===== src/rtl/per_note_max_velocity_merge_defines.svh =====
// ---------------------------------------------------------------------------
// per_note_max_velocity_merge_defines
// assertion macros used by the per-note max velocity merge engine
// ---------------------------------------------------------------------------
`ifndef PER_NOTE_MAX_VELOCITY_MERGE_DEFINES_SVH
`define PER_NOTE_MAX_VELOCITY_MERGE_DEFINES_SVH

// same-cycle implication
`define PNMV_ASSERT_NOW(label, clk, rst, pre, post, msg) \
   label: assert property (@(posedge clk) disable iff (rst) (pre) |-> (post)) \
      else $error(msg);

// next-cycle implication
`define PNMV_ASSERT_NEXT(label, clk, rst, pre, post, msg) \
   label: assert property (@(posedge clk) disable iff (rst) (pre) |=> (post)) \
      else $error(msg);

`endif


===== src/rtl/pnmv_pkg.sv =====
// ---------------------------------------------------------------------------
// pnmv_pkg
// sizes, register codes, state codes and shared types of the velocity merge
// ---------------------------------------------------------------------------
package pnmv_pkg;

   // storage geometry
   localparam int MAX_NOTES  = 256;
   localparam int MAX_STOPS  = 16;
   localparam int NOTE_AW    = (MAX_NOTES > 1) ? $clog2(MAX_NOTES) : 1;
   localparam int STOP_AW    = (MAX_STOPS > 1) ? $clog2(MAX_STOPS) : 1;
   localparam int PAIR_AW    = NOTE_AW + STOP_AW;
   localparam int LIM_W      = $clog2(MAX_STOPS + 1);

   // field and register widths
   localparam int NOTE_W     = 8;
   localparam int STOP_W     = 4;
   localparam int VEL_W      = 7;
   localparam int PCNT_W     = 9;
   localparam int SCNT_W     = 5;
   localparam int CSR_AW     = 3;
   localparam int CSR_DW     = 32;

   localparam logic [PCNT_W-1:0] PIPE_COUNT_RST = 9'd256;
   localparam logic [SCNT_W-1:0] STOP_COUNT_RST = 5'd1;

   typedef enum logic [0:0] {
      REG_PIPE_COUNT = 1'b0,
      REG_STOP_COUNT = 1'b1
   } reg_idx_type;

   typedef enum logic [2:0] {
      ST_CLEAR,
      ST_IDLE,
      ST_LOOK,
      ST_SCAN,
      ST_EMIT
   } eng_state_type;

   typedef struct packed {
      logic [PCNT_W-1:0] pipe_count;
      logic [SCNT_W-1:0] stop_count;
   } cfg_type;

endpackage


===== src/rtl/pnmv_csr.sv =====
// ---------------------------------------------------------------------------
// pnmv_csr
// apb register file holding pipe_count and stop_count
// ---------------------------------------------------------------------------
module pnmv_csr (
   input  logic                      clock,
   input  logic                      reset,
   input  logic                      csr_psel,
   input  logic                      csr_penable,
   input  logic                      csr_pwrite,
   input  logic [pnmv_pkg::CSR_AW-1:0] csr_paddr,
   input  logic [pnmv_pkg::CSR_DW-1:0] csr_pwdata,
   output logic [pnmv_pkg::CSR_DW-1:0] csr_prdata,
   output logic                      csr_pready,
   output pnmv_pkg::cfg_type         cfg
);
   import pnmv_pkg::*;

   logic [PCNT_W-1:0] pipe_count_ff, pipe_count_in;
   logic [SCNT_W-1:0] stop_count_ff, stop_count_in;
   reg_idx_type       reg_idx;
   logic              wr_en;

   assign reg_idx    = reg_idx_type'(csr_paddr[CSR_AW-1:2]);
   assign wr_en      = csr_psel && csr_penable && csr_pwrite;
   assign csr_pready = 1'b1;

   always_comb begin
      pipe_count_in = pipe_count_ff;
      stop_count_in = stop_count_ff;
      csr_prdata    = '0;
      case (reg_idx)
         REG_PIPE_COUNT: begin
            csr_prdata = CSR_DW'(pipe_count_ff);
            if (wr_en) begin
               pipe_count_in = csr_pwdata[PCNT_W-1:0];
            end
         end
         REG_STOP_COUNT: begin
            csr_prdata = CSR_DW'(stop_count_ff);
            if (wr_en) begin
               stop_count_in = csr_pwdata[SCNT_W-1:0];
            end
         end
         default: begin
            csr_prdata = '0;
         end
      endcase
   end

   always_ff @(posedge clock) begin
      if (reset) begin
         pipe_count_ff <= PIPE_COUNT_RST;
         stop_count_ff <= STOP_COUNT_RST;
      end else begin
         pipe_count_ff <= pipe_count_in;
         stop_count_ff <= stop_count_in;
      end
   end

   assign cfg.pipe_count = pipe_count_ff;
   assign cfg.stop_count = stop_count_ff;

endmodule


===== config.mk =====
export PLATFORM = sky130hd
export DESIGN_NAME = pnmv_csr
export DESIGN_NICKNAME = d
export VERILOG_FILES = /design/src/rtl/per_note_max_velocity_merge_defines.svh /design/src/rtl/pnmv_pkg.sv /design/src/rtl/pnmv_csr.sv
export SDC_FILE = /design/constraint.sdc
export NUM_CORES = 1
export LEC_CHECK = 0
export ABC_AREA = 1
export BUFFER_PORTS_ARGS = -buffer_cell sky130_fd_sc_hd__buf_2
export CAP_MARGIN = 20
export CELL_PAD_IN_SITES_DETAIL_PLACEMENT = 0
export CELL_PAD_IN_SITES_GLOBAL_PLACEMENT = 1
export CORE_ASPECT_RATIO = 2
export CORE_MARGIN = 2
export CORE_UTILIZATION = 22
export DETAILED_ROUTE_END_ITERATION = 10
export PLACE_DENSITY = 0.77
export SETUP_SLACK_MARGIN = 0.2
export SLEW_MARGIN = 25
export SYNTH_ARGS = -nofsm -noshare
export SYNTH_HDL_FRONTEND = slang
export SYNTH_SLANG_ARGS = --single-unit

===== constraint.sdc =====
create_clock -name clock -period 0.9 [get_ports clock]
set_input_delay 0.135 -clock clock [delete_from_list [all_inputs] [get_ports clock]]
set_output_delay 0.135 -clock clock [all_outputs]
set_load 0.005 [all_outputs]

## After elaboration in Yosys (flattened, before gate mapping)

Cells that the tools add are included.

| storage, ports and cells | value |
|---|---|
| bits in registers | 14 |
| latch bits | 0 |
| RAM bits | 0 |
| bits in read-only memories | 0 |
| input port bits | 40 |
| output and inout port bits | 47 |
| memories kept | 0 |

| cells by class | value |
|---|---|
| add/subtract/negate cells | 0 |
| $mul | 0 |
| divide/modulo/power cells | 0 |
| $lt $le $gt $ge | 0 |
| equality and inequality tests | 0 |
| shift-type cells | 0 |
| multiplexer cells | 1 |
| bitwise logic cells | 1 |
| reductions and logical operators | 4 |

Operators by type and width:

| kind | number |
|---|---|
| 32-bit one-hot mux with 2 select lines | 1 |
| 2-bit AND reduction | 2 |
| 1-bit logical AND | 2 |
| 1-bit NOT | 1 |

## Longest topological paths before layout

| logic depth | value |
|---|---|
| depth in word-level cells | 3 |
| depth in mapped cells | 6 |

## Worst setup path before layout

OpenSTA, ideal clock, no wires.

| path | value |
|---|---|
| kind | input to register |
| start | input port csr_paddr[2] (netlist bit) |
| end | register pipe_count_ff[8] |
| data arrival time | 626 ps |
| data required time | 775 ps |
| path slack | 149 ps |
| stages on the path | 4 |
| buffers on the path | 2 |
| cell sequence | buf_6 -> buf_2 -> o21ai_0 -> nand3_1 |

| on the way | value |
|---|---|
| cells in the longest elaborated chain, start to end | 2 |

RTL lines:

| what | RTL line | text |
|---|---|---|
| start: declaration | pnmv_csr.sv:11 | `input logic [pnmv_pkg::CSR_AW-1:0] csr_paddr,` |
| 1-bit NOT | n/a |  |
| 2-bit AND reduction (no line) | n/a |  |
| end signal: assignment | pnmv_csr.sv:56 | `pipe_count_ff <= pipe_count_in;` |
| end: declaration | pnmv_csr.sv:19 | `logic [PCNT_W-1:0] pipe_count_ff, pipe_count_in;` |

Every way passes these cells.
A chain may end at the register's enable or synchronous reset.

## Worst setup path after layout

| path | value |
|---|---|
| start | register pipe_count_ff[5] |
| end | output port csr_prdata[5] (netlist bit) |

| on the way | value |
|---|---|
| cells in the longest elaborated chain, start to end | 1 |

RTL lines:

| what | RTL line | text |
|---|---|---|
| 32-bit one-hot mux with 2 select lines | pnmv_csr.sv:32 | `case (reg_idx)` |
| end: declaration | pnmv_csr.sv:13 | `output logic [pnmv_pkg::CSR_DW-1:0] csr_prdata,` |

Every way passes these cells. The select of a mux whose other input is x is not followed.

==> results.cfg <==
[power]
irDropWorstVdd_v = 0.000600
powerDensity_mw_per_mm2 = 1180
power_leakage_nw = 0.702

[routing]
wl_per_cell_um = 8.98
drt_first_pass_iters = 4
vias_per_cell = 3.58
first_iter_violations = 16
drt-total-wl_mm = 2.12
antenna_left = 0
drc = 0
via_count = 846

[worst_setup_path]
startpoint_type = flop
worstReg2RegStart = stop_count_ff[0]$_SDFFE_PP1P_
critPathLaunch = pipe_count_ff[5]$_SDFFE_PP0P_
ff2ff_path_depth = 2
critPathRequiredTime_ns = 0.76
worstPathArrival_ns = 0.82
reg2reg_slack_ns = 0.30
cp_max_fo = 3
endpoint_kind = output pin
rr_endpoint = stop_count_ff[0]$_SDFFE_PP1P_
path_class = flop to output pin

[sta]
min_period_over_period_pct = 106
fmax_mhz = 1050
setup_ws_ns = -0.0505
timing.hold.ws_ns = 0.108
post-route-min-period_ns = 0.951
rsz0062_at_grt = true
final_hold_viol_count = 0
final_max_slew_viol_count = 0
finalClockSkew_ns = 0
setup_viol = 12

[die]
start_util_pct = 22.6
die_height_um = 94.6
num_rows = 33
core_area_mm2 = 0.00401
io_pins = 87
die-width_um = 49.3
die_area_mm2 = 0.00467

[global_routing]
grt_first_pass_wirelength_mm = 3.17
grt_max_degree = 16
grt_overflow_total = 0
antenna_found_initial = 0
grt_pass1_vias = 704
grt_use_total_pct = 8.60

[finish]
fillers = 459
layout.nets = 225
seq_area_um2 = 298
multi_input_comb_area_um2 = 480
syn_to_final_growth_pct = 49.3
drive_gt1_share_pct = 45.7
antennaDiodeCount = 0
layout_common_cells = 27 x nand2_1, 27 x buf_2, 25 x nor2_1

[placed_design]
hpwl_mm = 1.51
place_ws_ns = -0.0407
gp_congestion = 0.738
port-buffer-count = 37

[worst_hold_path]
hold_depth = 3
holdCritPathClass = input port to flop
hp-start = csr_pwdata[8]
holdPathEnd = pipe_count_ff[8]$_SDFFE_PP1P_

[yosys]
netlist_instances = 138
synth.yosys.seq_area_share_pct = 31.0
synth_cell_type_count = 15
ys_warn_count = 0
synth_seq_cells = 14
syn_avg_cell_area_um2 = 6.55
synth.cell_area_um2 = 903

[run_status]
status = finished with violations
violations = setup timing

[clocking]
cts_buffer_depth = 2
clock-sinks = 14
cts_tree = yes
clk_pin_slew_worst_paths_ns = 0.06
clk_latency_ns = 0.24
cts_max_level = 1
ctsRootBufferMaster = clkbuf_8
numCtsBuffers = 3

[job]
timing.max_cap.violations = 0
state kept, by name (all words and copies together) (netlist names):
| signal | count |
|---|---|
| pipe_count_ff | 9 |
| stop_count_ff | 5 |
power by group:
part / switching (mW) / internal [mW] / leakage, nW
sequential: 0.0189 / 0.646 / 0.119
clock: 0.217 / 0.387 / 0.0288
combinational: 0.167 / 0.156 / 0.555
total: 0.403 / 1.19 / 0.702
what timing repair did:
action / CTS / global route
hold buffers: 0 / 0
setup buffers: 1 / 2
setup endpoints to repair: 23 / 34
pin swaps: 2 / 9
gates cloned: 0 / 2
gates resized for setup: 17 / 28
cell families after synthesis:
logic type	synth area share, %
AOI/OAI and AO/OA	1.11
and+or+nand+nor	36.2
buffers and inverters	30.9
other	0.831
DFF	31.0
worst max-delay path, stage by stage (launching register included):
cell	delay, ns
dfxtp_2	0.34
inv_2	0.04
nor2_4	0.09
buf_2	0.11
through the flow:
step | cells | utilization (%) | setup TNS, ns | instance area (um2) | power [mW]
2_1_floorplan | 160 | - | 0 | 995 | 0.894
3_3_place_gp | 227 | 27.7 | -0.188 | 1110 | 0.930
3_5_place_dp | 227 | 27.7 | -0.264 | 1110 | 0.933
4_1_cts | 232 | 30.1 | -0.350 | 1200 | 1.56
5_1_grt | 236 | 33.7 | -0.861 | 1350 | 1.68
6_report | 236 | 33.7 | -0.345 | 1350 | 1.59
synthesized netlist by cell type:
cell type | number | area (um2)
nand3_1 | 14 | 70.1
buf_2 | 2 | 10.0
inv_4 | 1 | 6.26
conb_1 | 2 | 7.51
nand3_2 | 1 | 10.0
o21ai_1 | 1 | 5.00
nor2_1 | 28 | 105
inv_1 | 14 | 52.6
nor2_2 | 1 | 6.26
buf_4 | 25 | 188
buf_6 | 2 | 22.5
dfxtp_1 | 14 | 280
o21ai_0 | 1 | 5.00
nor2_4 | 2 | 22.5
nand2_1 | 30 | 113
layout make-up:
| cell class | count | share of cell area, % |
|---|---|---|
| Inverter | 15 | 4.55 |
| Tap cell | 52 | 4.82 |
| Multi-Input combinational cell | 103 | 35.6 |
| Timing Repair Buffer | 48 | 28.8 |
| Sequential cell | 14 | 22.1 |
| Clock buffer | 4 | 4.08 |
routing by layer:
layer	up-vias	GRT usage [%]	wire length (um)
met5	-	0	0
met4	0	2.14	4
met3	2	2.69	169
met2	34	12.5	991
met1	354	12.2	954
li1	456	-	-
how the worst max path moves through the flow:
stage / cells after the start / slack, ns / end
after floorplan: 4 / 0.19 / pipe_count_ff[8]$_SDFFE_PP1P_
after global placement: 5 / -0.02 / pipe_count_ff[3]$_SDFFE_PP0P_
after detailed placement: 5 / -0.04 / pipe_count_ff[4]$_SDFFE_PP0P_
after CTS: 3 / -0.06 / csr_prdata[5]
after global routing: 3 / -0.1 / csr_prdata[6]
final: 3 / -0.05 / csr_prdata[5]
No activity file was read; power rests on OpenSTA's default activity.
